**config.mk**
```make
export PLATFORM = sky130hd
export DESIGN_NAME = case_insensitive_substring_search_unit
export DESIGN_NICKNAME = d
export VERILOG_FILES = /design/src/rtl/core/cissu_pkg.sv /design/src/rtl/core/case_insensitive_substring_search_unit.sv /design/src/rtl/core/cissu_front.sv /design/src/rtl/core/cissu_queue.sv /design/src/rtl/core/cissu_back.sv
export VERILOG_INCLUDE_DIRS = /design/src /design/src/rtl/core
export SDC_FILE = /design/constraint.sdc
export NUM_CORES = 1
export LEC_CHECK = 0
export ABC_AREA = 1
export BUFFER_PORTS_ARGS = -buffer_cell sky130_fd_sc_hd__buf_2
export CORE_MARGIN = 8
export CORE_UTILIZATION = 25
export DETAILED_ROUTE_END_ITERATION = 6
export PLACE_DENSITY_LB_ADDON = 0.15
export SLEW_MARGIN = 20
export SYNTH_ARGS = -nofsm -noshare
export SYNTH_HDL_FRONTEND = slang
export SYNTH_SLANG_ARGS = --single-unit
```
**constraint.sdc**
```tcl
create_clock -name clk_i -period 3.4 [get_ports clk_i]
set_input_delay 0.51 -clock clk_i [delete_from_list [all_inputs] [get_ports clk_i]]
set_output_delay 0.51 -clock clk_i [all_outputs]
set_load 0.01 [all_outputs]
```
**src/rtl/core/case_insensitive_substring_search_unit_macros.svh**
```systemverilog
// Assertion macros for the case-insensitive substring search unit
`ifndef CASE_INSENSITIVE_SUBSTRING_SEARCH_UNIT_MACROS_SVH
`define CASE_INSENSITIVE_SUBSTRING_SEARCH_UNIT_MACROS_SVH

// Check that the consequent holds in the same cycle as the antecedent
`define CISSU_ASSERT_SAME(lbl, ante, cons) \
  lbl: assert property (@(posedge clk_i) disable iff (!rst_ni) (ante) |-> (cons)) \
    else $error("cissu assertion failed");

// Check that the consequent holds in the cycle after the antecedent
`define CISSU_ASSERT_NEXT(lbl, ante, cons) \
  lbl: assert property (@(posedge clk_i) disable iff (!rst_ni) (ante) |=> (cons)) \
    else $error("cissu assertion failed");

`endif

```
**src/rtl/core/cissu_pkg.sv**
```systemverilog
// Shared types and constants for the case-insensitive substring search unit
`default_nettype none

package cissu_pkg;

  typedef enum logic [1:0] {
    OP_APPEND = 2'd0,
    OP_HAY    = 2'd1,
    OP_END    = 2'd2,
    OP_CLEAR  = 2'd3
  } opcode_e;

  typedef enum logic [2:0] {
    KIND_APPEND = 3'd0,
    KIND_HAY    = 3'd1,
    KIND_END    = 3'd2,
    KIND_CLEAR  = 3'd3,
    KIND_IGNORE = 3'd4
  } kind_e;

  typedef enum logic [1:0] {
    ST_NONE    = 2'd0,
    ST_MATCH   = 2'd1,
    ST_NOMATCH = 2'd2,
    ST_PATTERN = 2'd3
  } status_e;

  typedef struct packed {
    kind_e      kind;
    logic [7:0] ch;
  } item_t;

  typedef struct packed {
    logic empty;
    logic full;
  } queue_status_t;

  localparam logic [7:0]  NUL_BYTE     = 8'h00;
  localparam logic [7:0]  UPPER_A      = 8'h41;
  localparam logic [7:0]  UPPER_Z      = 8'h5A;
  localparam logic [7:0]  CASE_DELTA   = 8'h20;
  localparam logic [15:0] OFFSET_MAX   = 16'hFFFF;

  localparam int QUEUE_DEPTH = 2;
  localparam int QUEUE_PTR_W = 1;
  localparam int QUEUE_CNT_W = 2;

endpackage

`default_nettype wire

```
**src/rtl/core/case_insensitive_substring_search_unit.sv**
```systemverilog
// A request taken goes into the queue; the engine pops it and registers its result.
// One request per cycle unless a stall is raised; the match vector is updated by shift-and.
// A two-entry queue parts the front end from the engine; stall rises only when it is full.
// Reset clears queue, pattern length, match vector, position and result valid.
// Pattern bytes are not reset and are read only below the pattern length.
`default_nettype none

module case_insensitive_substring_search_unit #(
  parameter int MAX_PATTERN   = 32,
  parameter int POSITION_BITS = 16
) (
  input  wire logic        clk_i,
  input  wire logic        rst_ni,
  input  wire logic        in_valid_i,
  output logic             in_stall_o,
  input  wire logic [1:0]  opcode_i,
  input  wire logic [7:0]  data_byte_i,
  output logic             out_valid_o,
  input  wire logic        out_stall_i,
  output logic [1:0]       status_o,
  output logic [15:0]      match_offset_o,
  output logic             offset_saturated_o
);
  import cissu_pkg::*;

  item_t         front_item;
  item_t         head_item;
  queue_status_t q_status;
  logic          pop;
  logic          accept;

  assign in_stall_o = q_status.full;
  assign accept     = in_valid_i && !in_stall_o;

  cissu_front u_front (
    .opcode_i    (opcode_i),
    .data_byte_i (data_byte_i),
    .item_o      (front_item)
  );

  cissu_queue u_queue (
    .clk_i       (clk_i),
    .rst_ni      (rst_ni),
    .push_i      (accept),
    .push_item_i (front_item),
    .pop_i       (pop),
    .head_o      (head_item),
    .status_o    (q_status)
  );

  cissu_back #(
    .MAX_PATTERN   (MAX_PATTERN),
    .POSITION_BITS (POSITION_BITS)
  ) u_back (
    .clk_i              (clk_i),
    .rst_ni             (rst_ni),
    .head_i             (head_item),
    .q_status_i         (q_status),
    .out_stall_i        (out_stall_i),
    .pop_o              (pop),
    .out_valid_o        (out_valid_o),
    .status_o           (status_o),
    .match_offset_o     (match_offset_o),
    .offset_saturated_o (offset_saturated_o)
  );

`include "case_insensitive_substring_search_unit_macros.svh"

  `CISSU_ASSERT_NEXT(a_accept_queued, accept, !q_status.empty)
  `CISSU_ASSERT_NEXT(a_pop_gives_result, pop, out_valid_o)
  `CISSU_ASSERT_SAME(a_result_from_pop, $rose(out_valid_o), $past(pop))

endmodule

`default_nettype wire

```
**src/rtl/core/cissu_front.sv**
```systemverilog
// Front end: case folding and request classification
`default_nettype none

module cissu_front (
  input  wire logic [1:0]     opcode_i,
  input  wire logic [7:0]     data_byte_i,
  output cissu_pkg::item_t    item_o
);
  import cissu_pkg::*;

  logic [7:0] folded;

  always_comb begin
    folded = data_byte_i;
    if (data_byte_i >= UPPER_A && data_byte_i <= UPPER_Z) begin
      folded = data_byte_i + CASE_DELTA;
    end
  end

  always_comb begin
    item_o.ch   = folded;
    item_o.kind = KIND_IGNORE;
    unique case (opcode_e'(opcode_i))
      OP_APPEND: begin
        item_o.kind = (folded == NUL_BYTE) ? KIND_IGNORE : KIND_APPEND;
      end
      OP_HAY: begin
        item_o.kind = (folded == NUL_BYTE) ? KIND_END : KIND_HAY;
      end
      OP_END: begin
        item_o.kind = KIND_END;
      end
      OP_CLEAR: begin
        item_o.kind = KIND_CLEAR;
      end
      default: begin
        item_o.kind = KIND_IGNORE;
      end
    endcase
  end

endmodule

`default_nettype wire

```
**src/rtl/core/cissu_queue.sv**
```systemverilog
// Two-entry queue between front end and search engine
`default_nettype none

module cissu_queue (
  input  wire logic                clk_i,
  input  wire logic                rst_ni,
  input  wire logic                push_i,
  input  wire cissu_pkg::item_t    push_item_i,
  input  wire logic                pop_i,
  output cissu_pkg::item_t         head_o,
  output cissu_pkg::queue_status_t status_o
);
  import cissu_pkg::*;

  item_t                  entry_q [QUEUE_DEPTH];
  logic [QUEUE_PTR_W-1:0] wr_ptr_q, wr_ptr_d;
  logic [QUEUE_PTR_W-1:0] rd_ptr_q, rd_ptr_d;
  logic [QUEUE_CNT_W-1:0] count_q, count_d;
  logic                   do_push, do_pop;

  assign status_o.empty = (count_q == '0);
  assign status_o.full  = (count_q == QUEUE_CNT_W'(QUEUE_DEPTH));
  assign do_push        = push_i && !status_o.full;
  assign do_pop         = pop_i && !status_o.empty;
  assign head_o         = entry_q[rd_ptr_q];

  always_comb begin
    wr_ptr_d = do_push ? wr_ptr_q + QUEUE_PTR_W'(1) : wr_ptr_q;
    rd_ptr_d = do_pop ? rd_ptr_q + QUEUE_PTR_W'(1) : rd_ptr_q;
    count_d  = count_q;
    if (do_push && !do_pop) begin
      count_d = count_q + QUEUE_CNT_W'(1);
    end else if (do_pop && !do_push) begin
      count_d = count_q - QUEUE_CNT_W'(1);
    end
  end

  always_ff @(posedge clk_i or negedge rst_ni) begin
    if (!rst_ni) begin
      wr_ptr_q <= '0;
      rd_ptr_q <= '0;
      count_q  <= '0;
    end else begin
      wr_ptr_q <= wr_ptr_d;
      rd_ptr_q <= rd_ptr_d;
      count_q  <= count_d;
    end
  end

  always_ff @(posedge clk_i) begin
    if (do_push) begin
      entry_q[wr_ptr_q] <= push_item_i;
    end
  end

endmodule

`default_nettype wire

```
**src/rtl/core/cissu_back.sv**
```systemverilog
// Search engine: pattern store, shift-and match vector and result register
`default_nettype none

module cissu_back #(
  parameter int MAX_PATTERN   = 32,
  parameter int POSITION_BITS = 16
) (
  input  wire logic                     clk_i,
  input  wire logic                     rst_ni,
  input  wire cissu_pkg::item_t         head_i,
  input  wire cissu_pkg::queue_status_t q_status_i,
  input  wire logic                     out_stall_i,
  output logic                          pop_o,
  output logic                          out_valid_o,
  output logic [1:0]                    status_o,
  output logic [15:0]                   match_offset_o,
  output logic                          offset_saturated_o
);
  import cissu_pkg::*;

  localparam int LEN_W  = $clog2(MAX_PATTERN + 1);
  localparam int IDX_W  = (MAX_PATTERN > 1) ? $clog2(MAX_PATTERN) : 1;
  localparam int WIDE_W = (POSITION_BITS > 16) ? POSITION_BITS : 16;
  localparam logic [POSITION_BITS-1:0] POS_LIMIT = {POSITION_BITS{1'b1}};

  logic [7:0]               pat_q [MAX_PATTERN];
  logic [LEN_W-1:0]         len_q, len_d;
  logic [MAX_PATTERN-1:0]   vec_q, vec_d;
  logic [POSITION_BITS-1:0] pos_q, pos_d;
  logic                     mr_q, mr_d;

  logic                     out_valid_q;
  status_e                  status_q, status_d;
  logic [15:0]              offset_q, offset_d;
  logic                     sat_q, sat_d;

  logic                     fire;
  logic                     pat_we;
  logic [IDX_W-1:0]         wr_idx;
  logic [IDX_W-1:0]         top_idx;
  logic [MAX_PATTERN-1:0]   mask;
  logic [MAX_PATTERN-1:0]   vec_next;
  logic [POSITION_BITS-1:0] back_pos;
  logic [POSITION_BITS-1:0] off;
  logic [WIDE_W-1:0]        off_wide;
  logic                     clipped;

  assign fire    = !q_status_i.empty && (!out_valid_q || !out_stall_i);
  assign pop_o   = fire;
  assign wr_idx  = len_q[IDX_W-1:0];
  assign top_idx = IDX_W'(len_q - LEN_W'(1));

  always_comb begin
    for (int i = 0; i < MAX_PATTERN; i++) begin
      mask[i] = (LEN_W'(i) < len_q) && (pat_q[i] == head_i.ch);
    end
  end

  assign vec_next = ((vec_q << 1) | MAX_PATTERN'(1)) & mask;
  assign back_pos = POSITION_BITS'(len_q - LEN_W'(1));
  assign off      = (pos_q >= back_pos) ? pos_q - back_pos : '0;

  always_comb begin
    len_d    = len_q;
    vec_d    = vec_q;
    pos_d    = pos_q;
    mr_d     = mr_q;
    pat_we   = 1'b0;
    status_d = ST_NONE;
    off_wide = '0;
    unique case (head_i.kind)
      KIND_APPEND: begin
        if (len_q < LEN_W'(MAX_PATTERN)) begin
          pat_we   = 1'b1;
          len_d    = len_q + LEN_W'(1);
          vec_d    = '0;
          pos_d    = '0;
          mr_d     = 1'b0;
          status_d = ST_PATTERN;
        end
      end
      KIND_CLEAR: begin
        len_d    = '0;
        vec_d    = '0;
        pos_d    = '0;
        mr_d     = 1'b0;
        status_d = ST_PATTERN;
      end
      KIND_END: begin
        if (!mr_q) begin
          status_d = (len_q == '0) ? ST_MATCH : ST_NOMATCH;
        end
        vec_d = '0;
        pos_d = '0;
        mr_d  = 1'b0;
      end
      KIND_HAY: begin
        if (!mr_q) begin
          if (len_q == '0) begin
            status_d = ST_MATCH;
            mr_d     = 1'b1;
          end else begin
            vec_d = vec_next;
            if (vec_next[top_idx]) begin
              off_wide = WIDE_W'(off);
              status_d = ST_MATCH;
              mr_d     = 1'b1;
            end
            if (pos_q != POS_LIMIT) begin
              pos_d = pos_q + POSITION_BITS'(1);
            end
          end
        end
      end
      default: begin
      end
    endcase
    clipped  = off_wide > WIDE_W'(OFFSET_MAX);
    offset_d = clipped ? OFFSET_MAX : off_wide[15:0];
    sat_d    = clipped || (pos_d == POS_LIMIT);
  end

  always_ff @(posedge clk_i or negedge rst_ni) begin
    if (!rst_ni) begin
      len_q       <= '0;
      vec_q       <= '0;
      pos_q       <= '0;
      mr_q        <= 1'b0;
      out_valid_q <= 1'b0;
    end else begin
      if (fire) begin
        len_q <= len_d;
        vec_q <= vec_d;
        pos_q <= pos_d;
        mr_q  <= mr_d;
      end
      out_valid_q <= fire || (out_valid_q && out_stall_i);
    end
  end

  always_ff @(posedge clk_i) begin
    if (fire) begin
      status_q <= status_d;
      offset_q <= offset_d;
      sat_q    <= sat_d;
    end
    if (fire && pat_we) begin
      pat_q[wr_idx] <= head_i.ch;
    end
  end

  assign out_valid_o        = out_valid_q;
  assign status_o           = status_q;
  assign match_offset_o     = offset_q;
  assign offset_saturated_o = sat_q;

endmodule

`default_nettype wire
```
Yosys cells after proc, flatten, opt, wreduce, memory -nomap -nowiden
Memories as Yosys holds them, arrays and structs flattened.
Cells that the tools add are included.
{ "classes": {"reduce_logical": 62, "muxes": 42, "bitwise_logic": 1, "order_cmp": 38, "add_sub_neg": 10, "n_eq_ne": 44} }
{ "op_table": {"columns": ["cell", "n"], "rows": [
  ["8-bit equality test", 32],
  ["16-bit 2-to-1 mux", 9],
  ["5-bit by 6-bit less-than comparator with 1-bit output, first input constant", 16],
  ["31-bit 2-to-1 mux", 3],
  ["31-bit one-hot mux with 3 select lines", 1],
  ["4-bit by 6-bit less-than comparator with 1-bit output, first input constant", 8],
  ["16-bit one-hot mux with 3 select lines", 1],
  ["1-bit logical AND", 41],
  ["32-bit bitwise AND", 1],
  ["3-bit by 6-bit less-than comparator with 1-bit output, first input constant", 4],
  ["16-bit by 1-bit adder with 16-bit output, second input constant", 1],
  ["16-bit equality test, second input constant", 1],
  ["16-bit greater-or-equal comparator", 1],
  ["16-bit > comparator, second input constant", 1],
  ["2-bit 2-to-1 mux", 8],
  ["16-bit inequality test, second input constant", 1],
  ["16-bit subtractor", 1],
  ["1-bit by 6-bit less-than comparator with 1-bit output, first input constant", 2],
  ["2-bit by 6-bit less-than comparator with 1-bit output, first input constant", 2],
  ["1-bit 2-to-1 mux", 12],
  ["3-bit one-hot mux with 4 select lines", 1],
  ["6-bit one-hot mux with 2 select lines", 1],
  ["8-bit by 6-bit adder with 8-bit output, second input constant", 1],
  ["8-bit by 7-bit greater-or-equal comparator with 1-bit output, second input constant", 1],
  ["32 further kinds", 47]
]} }
{ "totals": {"mem_count": 2, "regBits": 78, "ramBits": 278, "wordCells": 210, "out_inout_bits": 21, "inputBits": 14} }
{ "mem_list": {"columns": ["name", "words", "width", "rd", "rd_ports_with_merged_regs", "write_ports", "line", "source"], "rows": [
  ["u_back.pat_q", 32, 8, 32, 0, 1, "cissu_back.sv:26", "logic [7:0] pat_q [MAX_PATTERN];"],
  ["u_queue.entry_q", 2, 11, 1, 0, 1, "cissu_queue.sv:15", "item_t entry_q [QUEUE_DEPTH];"]
]} }

Logic depth before layout (Yosys ltp)
An unclocked memory read counts as a cell.
{ "logic_depth": {"depth_word": 12, "mapped_depth": 21, "depth_no_buf": 17} }

Modules after synthesis
From an unflattened synthesis, not the netlist that was laid out.
{ "hier_totals": {"hier_cells": 1965, "area_unflattened_um2": 18197.5} }
{ "by_module_without_submodules": {"columns": ["mod", "instances", "area_per_inst_um2", "cells_per_inst"], "rows": [
  ["cissu_back", 1, 16933.7, 1831],
  ["cissu_queue", 1, 1028.5, 89],
  ["cissu_front", 1, 225.2, 43],
  ["case_insensitive_substring_search_unit", 1, 10.0, 2]
]} }

Least setup slack after synthesis
OpenSTA, ideal clock, no wires.
{ "synth_path": {"kind": "reg-to-reg", "start": "reg u_back.len_q[0]", "end": "reg u_back.offset_q[14] (netlist: u_back.match_offset_o[14]), data pin", "path_buffers": 3, "path_stages_with_launch": 20, "synth_period_minus_slack_ns": 3.663, "t_arrival_ns": 3.408, "setup_slack_ns": -0.263, "path_cell_list": "dfrtp_1 clkbuf_1 inv_1 clkbuf_1 ha_1 buf_1 nor2_1 nor2_1 inv_1 ha_1 nand3_1 nand2_1 nand2_1 nand2_1 a21oi_1 o21ai_0 a21oi_1 o21ai_0 xor2_1 nor2_2"} }
{ "synth_between": {"elab_chain_cells": 10, "elab_cells_between_ends": 78, "classes_between": "add/sub: 3; order compare: 34; mux: 7; bitwise: 1; reduce/logical: 33"} }
{ "synth_lines": {"columns": ["element", "line", "source"], "rows": [
  ["start, declared", "cissu_back.sv:27", "logic [LEN_W-1:0] len_q, len_d;"],
  ["start signal, assigned", "cissu_back.sv:132", "len_q <= len_d;"],
  ["branches (longest 6 deep; another with 16-bit subtractor)", null, null],
  ["16-bit 2-to-1 mux (*)", "cissu_back.sv:99", "if (len_q == '0) begin"],
  ["16-bit 2-to-1 mux (*)", "cissu_back.sv:98", "if (!mr_q) begin"],
  ["16-bit 2-to-1 mux (*)", "cissu_back.sv:71", "unique case (head_i.kind)"],
  ["via u_back.off_wide[14]", "cissu_back.sv:45", "logic [WIDE_W-1:0] off_wide;"],
  ["16-bit > comparator", "cissu_back.sv:118", "clipped = off_wide > WIDE_W'(OFFSET_MAX);"],
  ["end signal, assigned", "cissu_back.sv:144", "offset_q <= offset_d;"],
  ["end, declared", "cissu_back.sv:34", "logic [15:0] offset_q, offset_d;"]
]} }
Mark *: on every way through the listed nets, which the timed path passes. The select of a mux whose other input is x is not followed.
A chain may end at the register's enable or synchronous reset.

Worst setup path in the final report
{ "layout_path": {"start": "reg u_back.len_q[1]", "end": "reg u_back.offset_q[1] (netlist: u_back.match_offset_o[1]), data pin"} }
Same word-level chain as after synthesis.

==> impl_metrics.yaml <==
global_route:
  grt_max_degree: 71
  first_global_vias: 14120
  grt_first_pass_wirelength_mm: 89.71
  gr-usage-met3: 0.02203
  track_usage: 0.1424
  antenna_found_initial: 1
  busiest_layer: "met2"
  grt_overflow: 0
  gr-usage-met2: 0.2394
  grt_use_met1: 0.1893
power_and_ir_drop:
  p_clk_frac: 0.247
  power_density_nw_per_um2: 887.4
  leakage_nw: 9.336
  power.total_w: 0.01977
  internal_power_w: 0.01116
  p_seq_frac: 0.289
  p_switching_w: 0.008612
  ir_worst_vdd_mv: 0.4285
  pwr-share-comb: 0.464
  switching_share: 0.4356
detailed_routing:
  ant_nets: 0
  finalWirelength_mm: 61.01
  wl_per_cell_um: 18.80
  drc: 0
  drtIter0Drc: 1114
  via_per_inst: 4.429
  dr_total_vias: 14372
  dr.pass1.iters: 5
synth:
  synth-edff-count: 297
  syn_area_per_cell_um2: 8.774
  synth_simple_gate_area_share: 0.2531
  synth_xor_area_frac: 0.03288
  synth_cell_types: 41
  netlist_area_um2: 18650
  synth_cells: 2125
  synth_flop_cell: "edfxtp_1"
  ys_seq_area_frac: 0.5575
  synth_fa_ha_area_frac: 0.01651
  muxShareOfSynthArea: 0
  synthArstFlopShare: 0.1657
  synth_seq_cells: 356
  synth_compound_area_frac: 0.05503
  synth_top_family_by_area: "simple AND/OR/NAND/NOR gates"
  synth_nets: 2163
  ys_warn_count: 0
die:
  die_x_um: 289.1
  pin_count: 35
  die_h_um: 289.1
  die_area_um2: 83580
  num_rows: 100
  core-area_um2: 74200
  start_util: 0.2513
critical_path:
  worstPathArrival_ns: 3.50
  cp.required_ns: 3.72
  critPathMaxFanout: 12
  crit_type: "reg -> reg"
  cp-end-kind: "register"
  r2r.worst_path.cells: 15
  timing.critical_path.from_type: "register"
timing:
  worst_slack_ns: 0.2261
  setup_violations: 0
  fin_skew_ns: 0.02240
  max_freq_mhz: 315.1
  rsz0062_at_grt: "yes"
  slew_violations: 0
  fin_crit_ns: 3.174
  finalHoldViolCount: 0
  relSlewSlack: 0.3268
  fin_crit_sh: 0.9335
  fin_hold_ws_ns: 0.1565
  tightest_slew_ns: 1.006
final_layout:
  fillers: 7808
  drive_gt1_frac: 0.1261
  diodes: 0
  fin_nets: 2278
  area_growth_pct: 19.50
clock_tree:
  tritoncts: "done"
  clk_latency_ns: 0.59
  htreeDepth: 2
  cts-buffers-inserted: 45
  clock_sinks: 356
  clockBufferDepth: 3
  cts-root-buf: "clkbuf_16"
  path_clk_slew_ns: 0.06
run:
  cap_violations: 0
worst_hold_path:
  hold_depth: 1
  hp-class: "in -> reg"
place:
  gp_congestion: 0.8234
  portBuffers: 34
  place_ws_ns: 0.03335
  dpl.hpwl_mm: 38.49
run_status:
  run_status: "finished, final reports clean"
## metal layers
metal | vias up | part of all wire
met5 | - | 0
met4 | 0 | 0.024
met3 | 86 | 0.042
met2 | 285 | 0.47
met1 | 6874 | 0.46
li1 | 7127 | -
## worst max-delay path, cell delays in order, from the launching register on
cell and delay [ns]:
dfrtp_1 0.38, buf_4 0.20, nor3_1 0.18, buf_4 0.16
xor2_2 0.24, ha_1 0.32, a21oi_1 0.18, nand2_1 0.07
nand2_1 0.08, nand2_1 0.05, a21oi_1 0.20, o21ai_1 0.19
nand3_1 0.11, nand3_1 0.21, nand3_4 0.25, nor2_1 0.07
## metrics by stage
stage	std cells	util	setup TNS (ns)	cell area [um^2]
3_5_place_dp	3157	0.2774	0	20580
5_1_grt	3245	0.3003	-0.3126	22280
2_1_floorplan	2125	-	0	18650
3_3_place_gp	3157	0.2774	0	20580
6_report	3245	0.3003	0	22280
4_1_cts	3241	0.2976	0	22080
## path summary, 6_finish.rpt
path	startpoint	end	slack (ns)
hold reg to reg	u_back.vec_q[30]	u_back.vec_q[30]	0.54
max in group asynchronous	rst_ni	u_queue.rd_ptr_q	2.14
setup reg to reg	u_back.len_q[1]	u_back.match_offset_o[1]	0.23
hold / removal	data_byte_i[0]	u_queue.entry_q[1][0]	0.16
min in group asynchronous	rst_ni	u_back.pos_q[8]	0.52
setup / recovery	u_back.len_q[1]	u_back.match_offset_o[1]	0.23
## power groups by stage
stage               clock, W  sequential (W)  combinational [W]
floorplan                  0         0.00576            0.00515
global placement           0         0.00581            0.00887
detailed placement         0         0.00581            0.00889
CTS                  0.00501         0.00572            0.00892
global route         0.00517         0.00575             0.0101
finish               0.00488         0.00572            0.00917
## cells in the mapped netlist (11+ instances only)
| master | number | area (um^2) |
|---|---|---|
| buf_2 | 18 | 90.09 |
| edfxtp_1 | 297 | 8919 |
| o21ai_1 | 16 | 80.08 |
| o22ai_1 | 15 | 93.84 |
| nand2_1 | 589 | 2211 |
| buf_6 | 19 | 214.0 |
| inv_1 | 295 | 1107 |
| o21ai_0 | 100 | 500.5 |
| nor2_2 | 11 | 68.82 |
| nand2_2 | 19 | 118.9 |
| clkbuf_1 | 20 | 75.07 |
| xor2_1 | 46 | 402.9 |
| or2_2 | 14 | 87.58 |
| nor3_1 | 34 | 170.2 |
| ha_1 | 23 | 287.8 |
| a21oi_1 | 51 | 255.2 |
| dfrtp_1 | 59 | 1476 |
| xnor2_1 | 24 | 210.2 |
| nor2_1 | 232 | 870.8 |
| nand3_1 | 162 | 810.8 |
| nand4_1 | 25 | 156.4 |
## cell type report
type                            count  area, um^2  area share
Sequential cell                   356       10400      0.4666
Multi-Input combinational cell   1401        6827      0.3064
Clock buffer                       61        1279     0.05739
Timing Repair Buffer              135        1221     0.05481
Tap cell                          969        1212     0.05441
Inverter                          301        1132     0.05082
Clock inverter                     22       214.0    0.009602
## cell usage in the layout, fill, tap and decap left out, drive strengths merged
cell	instances
clkbuf	63
nand3	165
fa	1
edfxtp	297
nor4	4
o21ai	116
nor3	37
a211oi	1
ha	23
xnor2	24
nor2	243
nand4	25
clkinv	15
o211ai	5
a21o	2
bufinv	4
nand2	615
dlygate4sd3	1
or2	15
nor3b	1
o22ai	15
and2	2
inv	302
nand3b	5
clkinvlp	2
xor2	46
a31oi	2
dfrtp	59
o21bai	2
buf	132
a21oi	51
o221ai	1
## cells by family (layout without fill, tap and decap cells)
logic type	Yosys count	count (layout)
and+or+nand+nor	1111	1112
buffers and inverters	369	519
DFF	356	356
AOI/OAI and AO/OA	195	195
xor gates and xnor gates	70	70
adders and majority gates	24	24
## state kept, by name, summed over array words and instances, names as in the netlist
name and flops:
u_back.pos_q 16, u_back.status_o 2, u_back.match_offset_o 16, u_back.out_valid_o 1, u_queue.wr_ptr_q 1, u_back.pat_q 256, u_back.vec_q 31, u_back.mr_q 1
u_back.len_q 6, u_queue.rd_ptr_q 1, u_queue.entry_q 22, u_back.offset_saturated_o 1, u_queue.count_q 2
## what timing repair did
action	CTS	global route
gates resized for setup	1	29
pin swaps	0	2
setup endpoints to repair	1	232
endpoints found under the hold margin	10	0
hold buffers	1	0
setup buffers	0	1
gates cloned	0	3
Note: power is estimated with default switching activity, not from simulation.
